`src/fera_pkg.sv`:
```
`default_nettype none
package fera_pkg;

  localparam int MAX_REQ_DEFAULT = 16;
  localparam int CMD_W = 2;
  localparam int REQ_W = 4;
  localparam int TIME_W = 32;
  localparam int CFG_IDX_W = 2;
  localparam int CFG_DATA_W = 5;
  localparam int POLICY_W = 2;
  localparam int COUNT_W = 5;

  localparam logic [CMD_W-1:0] CMD_REQUEST = 2'd0;
  localparam logic [CMD_W-1:0] CMD_SET_START = 2'd1;
  localparam logic [CMD_W-1:0] CMD_WITHDRAW = 2'd2;

  localparam logic [POLICY_W-1:0] POLICY_FIFO = 2'd0;
  localparam logic [POLICY_W-1:0] POLICY_EDF = 2'd1;

  localparam logic [CFG_IDX_W-1:0] CFG_POLICY = 2'd0;
  localparam logic [CFG_IDX_W-1:0] CFG_COUNT = 2'd1;

  localparam logic [POLICY_W-1:0] POLICY_RESET = POLICY_FIFO;
  localparam logic [COUNT_W-1:0] COUNT_RESET = 5'd16;

  localparam logic [1:0] UPD_NONE = 2'd0;
  localparam logic [1:0] UPD_ENQ = 2'd1;
  localparam logic [1:0] UPD_START = 2'd2;
  localparam logic [1:0] UPD_DROP = 2'd3;

  typedef struct packed {
    logic [CMD_W-1:0] command;
    logic [REQ_W-1:0] requester;
    logic [TIME_W-1:0] now_ms;
    logic resource_free;
    logic [TIME_W-1:0] cooldown_end_ms;
    logic [TIME_W-1:0] start_time_ms;
  } item_t;

  typedef struct packed {
    logic granted;
    logic enqueued;
  } result_t;

  typedef struct packed {
    logic waiting;
    logic [TIME_W-1:0] stamp;
    logic [TIME_W-1:0] last_start;
  } entry_t;

  typedef struct packed {
    logic hit;
    logic [1:0] op;
    logic [TIME_W-1:0] now_ms;
    logic [TIME_W-1:0] start_ms;
  } upd_t;

  typedef struct packed {
    logic fifo_ok;
    logic edf_ok;
  } verdict_t;

endpackage
`default_nettype wire

```
`src/fera_cell.sv`:
```
`default_nettype none
module fera_cell (
  input  logic clk,
  input  logic rst,
  input  logic shift,
  input  fera_pkg::entry_t din,
  input  fera_pkg::upd_t upd,
  output fera_pkg::entry_t dout
);
  import fera_pkg::*;

  entry_t ent;
  entry_t ent_next;

  // apply the pending command to the entry passing through this cell
  always_comb begin
    ent_next = din;
    if (upd.hit) begin
      case (upd.op)
        UPD_ENQ: begin
          if (!din.waiting) begin
            ent_next.waiting = 1'b1;
            ent_next.stamp = upd.now_ms;
          end
        end
        UPD_START: ent_next.last_start = upd.start_ms;
        UPD_DROP: begin
          ent_next.waiting = 1'b0;
          ent_next.stamp = '0;
        end
        default: ent_next = din;
      endcase
    end
  end

  always_ff @(posedge clk) begin
    if (rst) begin
      ent <= '0;
    end else if (shift) begin
      ent <= ent_next;
    end
  end

  assign dout = ent;

endmodule
`default_nettype wire

```
`src/fera_scan.sv`:
```
`default_nettype none
module fera_scan (
  input  logic clk,
  input  logic rst,
  input  logic clear,
  input  logic step,
  input  fera_pkg::entry_t head,
  input  logic is_target,
  input  logic counted,
  output fera_pkg::verdict_t verdict
);
  import fera_pkg::*;

  logic oth_any;
  logic [TIME_W-1:0] oth_min;
  logic w_any;
  logic [TIME_W-1:0] w_min_last;
  logic t_waiting;
  logic [TIME_W-1:0] t_stamp;
  logic [TIME_W-1:0] t_last;

  logic take_oth;
  logic take_w;

  assign take_oth = step && counted && !is_target && head.waiting &&
                    (!oth_any || (head.stamp < oth_min));
  assign take_w = step && counted && head.waiting &&
                  (!w_any || (head.last_start < w_min_last));

  always_ff @(posedge clk) begin
    if (rst || clear) begin
      oth_any <= 1'b0;
      w_any <= 1'b0;
    end else begin
      if (take_oth) begin
        oth_any <= 1'b1;
      end
      if (take_w) begin
        w_any <= 1'b1;
      end
    end
  end

  always_ff @(posedge clk) begin
    if (take_oth) begin
      oth_min <= head.stamp;
    end
    if (take_w) begin
      w_min_last <= head.last_start;
    end
    if (step && is_target) begin
      t_waiting <= head.waiting;
      t_stamp <= head.stamp;
      t_last <= head.last_start;
    end
  end

  // any other waiter blocks a requester that is not queued itself
  assign verdict.fifo_ok = !oth_any || (t_waiting && !(oth_min < t_stamp));
  assign verdict.edf_ok = !w_any || !(w_min_last < t_last);

endmodule
`default_nettype wire

```
`src/fifo_edf_resource_arbiter_unit.sv`:
```
`default_nettype none
// Shared-resource arbiter. Per-requester queue flag, queue stamp and last
// start time live in a ring of MAX_REQUESTERS cells that rotates one place a
// cycle while a command is scanned; every command takes one full turn of the
// ring plus a settle state for the decision, and the result beat appears on
// done/result in the cycle after that state, so an item is taken only once
// the previous one is through (busy is high meanwhile). The result beat is
// shown for exactly one cycle and must be taken then. A new start is taken
// during the result beat. Configuration writes are always ready and belong
// in idle periods.
module fifo_edf_resource_arbiter_unit #(
  parameter int MAX_REQUESTERS = fera_pkg::MAX_REQ_DEFAULT
) (
  input  logic clk,
  input  logic rst,
  input  logic start,
  output logic busy,
  input  fera_pkg::item_t item,
  input  logic cfg_valid,
  output logic cfg_ready,
  input  logic [fera_pkg::CFG_IDX_W-1:0] cfg_index,
  input  logic [fera_pkg::CFG_DATA_W-1:0] cfg_data,
  output logic done,
  output fera_pkg::result_t result
);
  import fera_pkg::*;

  localparam int IDX_W = $clog2(MAX_REQUESTERS);
  localparam int CW = (IDX_W + 1 > REQ_W + 1) ? IDX_W + 1 : REQ_W + 1;
  localparam logic [IDX_W-1:0] LAST_IDX = IDX_W'(MAX_REQUESTERS - 1);
  localparam logic [CW-1:0] MAX_CW = CW'(MAX_REQUESTERS);

  localparam logic [1:0] ST_IDLE = 2'd0;
  localparam logic [1:0] ST_SCAN = 2'd1;
  localparam logic [1:0] ST_FIN = 2'd2;

  logic [1:0] state;
  logic [IDX_W-1:0] cnt;
  item_t itm;
  logic [POLICY_W-1:0] policy_mode;
  logic [COUNT_W-1:0] requester_count;
  logic enq_seen;

  entry_t ring [MAX_REQUESTERS];
  upd_t upd;
  verdict_t verdict;

  logic accept;
  logic scanning;
  logic [CW-1:0] cnt_cw;
  logic [CW-1:0] who_cw;
  logic [CW-1:0] rc_cw;
  logic [CW-1:0] n_cw;
  logic counted;
  logic in_range;
  logic is_target;
  logic clear_ok;
  logic grant_next;

  assign busy = (state != ST_IDLE);
  assign accept = start && !busy;
  assign scanning = (state == ST_SCAN);
  assign cfg_ready = 1'b1;

  assign cnt_cw = CW'(cnt);
  assign who_cw = CW'(itm.requester);
  assign rc_cw = CW'(requester_count);
  assign n_cw = (rc_cw > MAX_CW) ? MAX_CW : rc_cw;
  assign counted = (cnt_cw < n_cw);
  assign in_range = (who_cw < MAX_CW);
  assign is_target = in_range && (cnt_cw == who_cw);
  assign clear_ok = itm.resource_free && (itm.now_ms >= itm.cooldown_end_ms);

  always_comb begin
    upd.hit = scanning && is_target;
    upd.now_ms = itm.now_ms;
    upd.start_ms = itm.start_time_ms;
    case (itm.command)
      CMD_REQUEST: upd.op = clear_ok ? UPD_NONE : UPD_ENQ;
      CMD_SET_START: upd.op = UPD_START;
      CMD_WITHDRAW: upd.op = UPD_DROP;
      default: upd.op = UPD_NONE;
    endcase
  end

  // cell k takes from k+1; the head wraps to the tail, where updates land
  for (genvar k = 0; k < MAX_REQUESTERS; k++) begin : g_cell
    localparam int NXT = (k + 1) % MAX_REQUESTERS;
    upd_t cell_upd;
    assign cell_upd = (k == MAX_REQUESTERS - 1) ? upd : '0;
    fera_cell u_cell (
      .clk(clk),
      .rst(rst),
      .shift(scanning),
      .din(ring[NXT]),
      .upd(cell_upd),
      .dout(ring[k])
    );
  end

  fera_scan u_scan (
    .clk(clk),
    .rst(rst),
    .clear(accept),
    .step(scanning),
    .head(ring[0]),
    .is_target(is_target),
    .counted(counted),
    .verdict(verdict)
  );

  assign grant_next = in_range && (itm.command == CMD_REQUEST) && clear_ok &&
                      (((policy_mode == POLICY_FIFO) && verdict.fifo_ok) ||
                       ((policy_mode == POLICY_EDF) && verdict.edf_ok));

  always_ff @(posedge clk) begin
    if (accept) begin
      itm <= item;
    end
  end

  always_ff @(posedge clk) begin
    if (rst) begin
      state <= ST_IDLE;
      cnt <= '0;
      enq_seen <= 1'b0;
      done <= 1'b0;
      result <= '0;
      policy_mode <= POLICY_RESET;
      requester_count <= COUNT_RESET;
    end else begin
      done <= 1'b0;
      if (cfg_valid && cfg_ready) begin
        case (cfg_index)
          CFG_POLICY: policy_mode <= cfg_data[POLICY_W-1:0];
          CFG_COUNT: requester_count <= cfg_data[COUNT_W-1:0];
          default: policy_mode <= policy_mode;
        endcase
      end
      case (state)
        ST_IDLE: begin
          if (accept) begin
            state <= ST_SCAN;
            cnt <= '0;
            enq_seen <= 1'b0;
          end
        end
        ST_SCAN: begin
          if (upd.hit && (upd.op == UPD_ENQ) && !ring[0].waiting) begin
            enq_seen <= 1'b1;
          end
          if (cnt == LAST_IDX) begin
            state <= ST_FIN;
            cnt <= '0;
          end else begin
            cnt <= cnt + 1'b1;
          end
        end
        ST_FIN: begin
          state <= ST_IDLE;
          done <= 1'b1;
          result.granted <= grant_next;
          result.enqueued <= enq_seen;
        end
        default: state <= ST_IDLE;
      endcase
    end
  end

  a_done_after_fin: assert property (@(posedge clk) disable iff (rst)
    done |-> $past(state == ST_FIN))
    else $error("result beat without a finished scan");

  a_start_scans: assert property (@(posedge clk) disable iff (rst)
    (start && !busy) |=> (state == ST_SCAN) && (cnt == '0))
    else $error("accepted item did not start a ring turn");

  a_turn_ends: assert property (@(posedge clk) disable iff (rst)
    (state == ST_SCAN && cnt == LAST_IDX) |=> (state == ST_FIN))
    else $error("ring turn did not end after the last cell");

  a_grant_xor_enq: assert property (@(posedge clk) disable iff (rst)
    done |-> !(result.granted && result.enqueued))
    else $error("request both granted and enqueued");

endmodule
`default_nettype wire

```
`config.mk`:
```
export PLATFORM = sky130hd
export DESIGN_NAME = fifo_edf_resource_arbiter_unit
export DESIGN_NICKNAME = d
export VERILOG_FILES = /design/src/fera_pkg.sv /design/src/fera_cell.sv /design/src/fera_scan.sv /design/src/fifo_edf_resource_arbiter_unit.sv
export SDC_FILE = /design/constraint.sdc
export NUM_CORES = 2
export LEC_CHECK = 0
export BUFFER_PORTS_ARGS = -buffer_cell sky130_fd_sc_hd__buf_2
export CAP_MARGIN = 15
export CORE_MARGIN = 2
export CORE_UTILIZATION = 55
export DETAILED_ROUTE_END_ITERATION = 12
export HOLD_SLACK_MARGIN = 0.02
export PLACE_DENSITY_LB_ADDON = 0.3
export SYNTH_ARGS = -nofsm -noshare
export SYNTH_HDL_FRONTEND = slang
export SYNTH_HIERARCHICAL = 1
export SYNTH_SLANG_ARGS = --single-unit
```
`constraint.sdc`:
```
create_clock -name clk -period 3.55 [get_ports clk]
set_input_delay 0.5325 -clock clk [delete_from_list [all_inputs] [get_ports clk]]
set_output_delay 0.5325 -clock clk [all_outputs]
set_load 0.01 [all_outputs]
```
==> Flow_metrics.wiki <==
{| class="wikitable"
! Metric !! Value
|-
| Drt total wl || between 150 and 200 mm
|-
| Clock tree sinks || 1291
|-
| Slowest cell on crit path || sky130_fd_sc_hd__or4b_1
|-
| Number of global-route vias before repair || between 40000 and 50000
|-
| Beginning of the worst hold path || item[18]
|-
| Initial antenna violation count || 4
|-
| Setup repair after global routing missed its margin || no
|-
| Starting DRT DRC Count || 4488
|-
| Area growth from synthesis to layout || 16.22%
|-
| Later-pin clock latency in the skew report || 0.78 ns
|-
| Fraction of the yosys area taken by sequential cells || roughly 45%
|-
| Gate count after technology mapping || roughly 6900
|-
| Number of cells in the design after placement || ~9100
|-
| Layout Nets || roughly 8200
|-
| Number of vias per cell after detailed routing || about 5.5
|-
| Final core utilization || about two thirds
|-
| Overflow left after global routing || 0
|-
| Effective utilization at floorplan || approximately 56%
|-
| Number of buffers created by CTS || roughly 140
|-
| Number of buffers inserted by post-CTS setup repair || 0
|-
| Capturing point of the worst reg2reg path || g_cell[15].u_cell/dout[33]
|-
| Cell depth of the worst min-delay path || 1
|-
| Number of warnings reported in the yosys synthesis log || 6
|-
| Worst Path Arrival || between 3 and 4 ns
|-
| Flop and latch count out of synthesis || around 1300
|-
| Horizontal die dimension || roughly 340 um
|-
| Number of DRC violations after detailed routing || 0
|-
| Io pins || 119
|-
| Largest fanout on the critical path || 33
|-
| Min-Delay Path Class || input port to register
|-
| Count of flip-flops with a built-in enable after synthesis || between 200 and 250
|-
| Worst IR drop on VDD || between 400 and 500 uV
|-
| Transition at the pin with the smallest max-transition slack || about 1.1 ns
|-
| Switching power summed over all nets || 9.902 mW
|-
| Post-DP HPWL || roughly 100 mm
|-
| Leakage || approximately 27 nW
|-
| H-tree lvl count || 4
|-
| Fraction of the mapped netlist area in simple logic gates || 15.63%
|-
| Worst endpoint required time || ~4.2 ns
|-
| Main combinational cell family by area after synthesis || compound AO/OA/AOI/OAI gates
|-
| Hold Path Sink || g_cell[15].cell_upd[18]
|-
| Critical Path, Cell by Cell || ha_1 -> nand4_2 -> nor3_2 -> or4b_1 -> a31oi_2 -> o31ai_1 -> buf_4 -> nand2_1 -> buf_4 -> a22oi_1 -> a211oi_1
|-
| Worst slew margin relative to its limit || between 20% and 30%
|-
| Number of setup violations in the final report || 0
|-
| Adder and majority cell fraction of the synthesized area || about 3.2%
|-
| Combinational fraction of design power || 13.7%
|-
| Setup slack after placement || around 0.43 ns
|-
| Final Slew Violations || 0
|-
| CP Class || register to register
|-
| Switching share of power || 27.08%
|-
| Largest net degree at the start of global routing || 250
|-
| Result of the run || finished clean
|-
| Clock tree from TritonCTS || done
|-
| R2R Path Start || g_cell[15].cell_upd[47]
|-
| Cell-internal power || roughly 27 mW
|-
| Prevailing post-synth register cell || sky130_fd_sc_hd__dfxtp_1
|-
| Worst Setup End Kind || register
|-
| Number of max-capacitance violations reported || 0
|-
| Final weighted congestion in routability-driven placement || 0.8949
|-
| Total core area || 112800 um2
|-
| Distinct cell type count after synthesis || 59
|-
| Mux cell area share after synthesis || under 10%
|-
| Non-filler instance count after layout || 9500
|-
| GRT Util Overall || around a quarter
|-
| Post-Synth XOR/XNOR Area || less than 1%
|-
| Pre-antenna DRT Iters || 6
|-
| Share of post-route cells with drive strength above 1 || around 11%
|-
| Port buffer count || 117
|-
| Via count || between 50000 and 60000
|-
| Highest clock rate || between 300 and 400 MHz
|-
| Average footprint of a synthesized cell || approximately 9 um2
|-
| Setup tns final || 0 ns
|-
| Core Rows || 123
|-
| Global-route wire length before repair || roughly 250 mm
|-
| CP peak stage delay || ~0.52 ns
|-
| FF-to-FF path depth || 11
|-
| Power per cell area || 501.3 nW/um2
|-
| Final critical-path share of the clock period || between 90% and 100%
|-
| Area of the mapped netlist || between 60000 and 70000 um2
|-
| Clock network fraction of total power || 39.8%
|-
| Fraction of power consumed by sequential logic || between 40% and 50%
|-
| Async set-or-reset flop fraction in the synthesized netlist || 0%
|-
| Vert. Die Dim || around 340 um
|-
| Critical path launch point type || register
|-
| Root buffer cell || sky130_fd_sc_hd__clkbuf_16
|-
| Fraction of the mapped netlist area in compound gates || about a fifth
|-
| Routed Antenna Nets || 0
|-
| Number of resized instances in the post-cts repair step || 0
|-
| Average routed wire per standard cell || 16.66 um
|-
| Most repeated library cell on the critical path || sky130_fd_sc_hd__buf_4
|-
| Final critical delay including setup and external delays || around 3.3 ns
|-
| Post-CTS Hold Buffers || around 110
|-
| DIE AREA || between 100000 and 150000 um2
|-
| Worst Setup Slack, final || around 0.22 ns
|-
| Setup slack of the worst register-to-register path || 0.22 ns
|-
| Maximum count of clock buffers along a single path || 3
|-
| Worst-path clk slew || about 0.070 ns
|-
| Hold Violations, Final || 0
|-
| WHS || between 0.05 and 0.06 ns
|-
| Final Skew || around 0.037 ns
|}
## synthesized netlist by cell type (9+ instances only)
cell | n | area, um2
sky130_fd_sc_hd__nor3_1 | 9 | 45.04
sky130_fd_sc_hd__nand2_1 | 1171 | 4395
sky130_fd_sc_hd__buf_1 | 17 | 63.81
sky130_fd_sc_hd__nand3b_1 | 65 | 488.0
sky130_fd_sc_hd__a21o_1 | 76 | 570.6
sky130_fd_sc_hd__inv_1 | 166 | 623.1
sky130_fd_sc_hd__a21oi_1 | 71 | 355.3
sky130_fd_sc_hd__and3b_1 | 32 | 280.3
sky130_fd_sc_hd__nand2b_1 | 28 | 175.2
sky130_fd_sc_hd__edfxtp_1 | 232 | 6967
sky130_fd_sc_hd__mux2_2 | 464 | 5225
sky130_fd_sc_hd__o21ai_0 | 21 | 105.1
sky130_fd_sc_hd__buf_4 | 17 | 127.6
sky130_fd_sc_hd__buf_2 | 176 | 880.8
sky130_fd_sc_hd__nor2_1 | 1072 | 4024
sky130_fd_sc_hd__a22oi_1 | 465 | 3491
sky130_fd_sc_hd__buf_6 | 112 | 1261
sky130_fd_sc_hd__clkbuf_1 | 290 | 1089
sky130_fd_sc_hd__nand4_1 | 23 | 143.9
sky130_fd_sc_hd__a311oi_1 | 561 | 4913
sky130_fd_sc_hd__ha_1 | 161 | 2014
sky130_fd_sc_hd__nand3_1 | 12 | 60.06
sky130_fd_sc_hd__dfxtp_1 | 1059 | 21200
sky130_fd_sc_hd__a211oi_1 | 485 | 3641
## layer usage
metal | global-route usage [%] | routed length [um] | up-vias
li1 | - | - | 25903
met1 | 34.22 | 68210 | 24602
met2 | 44.21 | 76360 | 1186
met3 | 3.694 | 7500 | 363
met4 | 10.65 | 6170 | 4
met5 | 0 | 24 | -
## how the worst max path moves through the flow
stage | start | to | slack (ns) | cells after the start
final | g_cell[15].cell_upd[47] | g_cell[15].u_cell/dout[33] | 0.22 | 11
after global routing | g_cell[15].cell_upd[47] | g_cell[15].u_cell/dout[7] | 0.1 | 11
after CTS | g_cell[15].cell_upd[45] | g_cell[15].u_cell/dout[27] | 0.40 | 11
after detailed placement | g_cell[15].cell_upd[45] | g_cell[15].u_cell/dout[27] | 0.43 | 11
after global placement | g_cell[15].cell_upd[45] | g_cell[15].u_cell/dout[5] | 0.58 | 11
after floorplan | start | cnt[3] | 0.27 | 5
## worst max-delay path: cells and delay by family, from the launching register on
family	cells	cell delay, ns
AO/OA/AOI/OAI	4	0.85
adder cells (fa/ha/maj)	1	0.37
buffers and inverters	2	0.53
flip-flops	1	0.48
AND/OR/NAND/NOR	4	0.95
## kinds of logic (layout without fill, tap and decap cells)
kind of cell	Yosys count	count (layout)
muxes	472	472
buffers and inverters	778	715
xor gates and xnor gates	5	5
AOI/OAI and AO/OA	1716	1716
adders and majority gates	161	161
other	2	1203
and+or+nand+nor	2437	2437
DFF	1291	1291
## registers in the layout, indices dropped and copies added (netlist names), 4 cells and up
name and cells:
g_cell.u_cell/dout 1040, u_scan/w_min_last 32, cnt 4, u_scan/t_stamp 32
u_scan/t_last 32, g_cell.cell_upd 64, rc_cw 5, u_scan/oth_min 32
itm 39
## power groups by stage
stage / clock network (mW) / registers [mW] / logic (mW)
floorplan: 0 / 16.9 / 4.06
global placement: 0 / 17.3 / 4.57
detailed placement: 0 / 17.3 / 4.70
CTS: 14.8 / 17.0 / 4.82
global route: 15.4 / 17.2 / 5.61
finish: 14.5 / 17.0 / 4.99
## area by class of cell
type | instances | area (um2)
Inverter | 166 | 633.1
Antenna cell | 2 | 5.005
Tap cell | 1500 | 1877
Multi-Input combinational cell | 5992 | 35060
Clock inverter | 38 | 421.7
Clock buffer | 209 | 4187
Sequential cell | 1291 | 28170
Timing Repair Buffer | 302 | 2600
Fill cell | 9194 | 39850
## through the flow
stage                     power, mW  instance area, um2
after floorplan               20.98               67270
after global placement        21.86               67280
after detailed placement      22.02               67280
after CTS                     36.59               72950
after global routing          38.12               72950
final                         36.57               72950
## cell usage in the layout, fill, tap and decap left out, types with 76 or more instances in the layout
| master | n |
|---|---|
| sky130_fd_sc_hd__a211oi_1 | 485 |
| sky130_fd_sc_hd__a21o_1 | 76 |
| sky130_fd_sc_hd__a22oi_1 | 465 |
| sky130_fd_sc_hd__a311oi_1 | 561 |
| sky130_fd_sc_hd__buf_2 | 116 |
| sky130_fd_sc_hd__clkbuf_16 | 143 |
| sky130_fd_sc_hd__conb_1 | 1201 |
| sky130_fd_sc_hd__dfxtp_1 | 1058 |
| sky130_fd_sc_hd__dlygate4sd3_1 | 106 |
| sky130_fd_sc_hd__edfxtp_1 | 232 |
| sky130_fd_sc_hd__ha_1 | 161 |
| sky130_fd_sc_hd__inv_1 | 164 |
| sky130_fd_sc_hd__mux2_2 | 464 |
| sky130_fd_sc_hd__nand2_1 | 1171 |
| sky130_fd_sc_hd__nor2_1 | 1071 |
No activity file was read; power rests on OpenSTA's default activity.
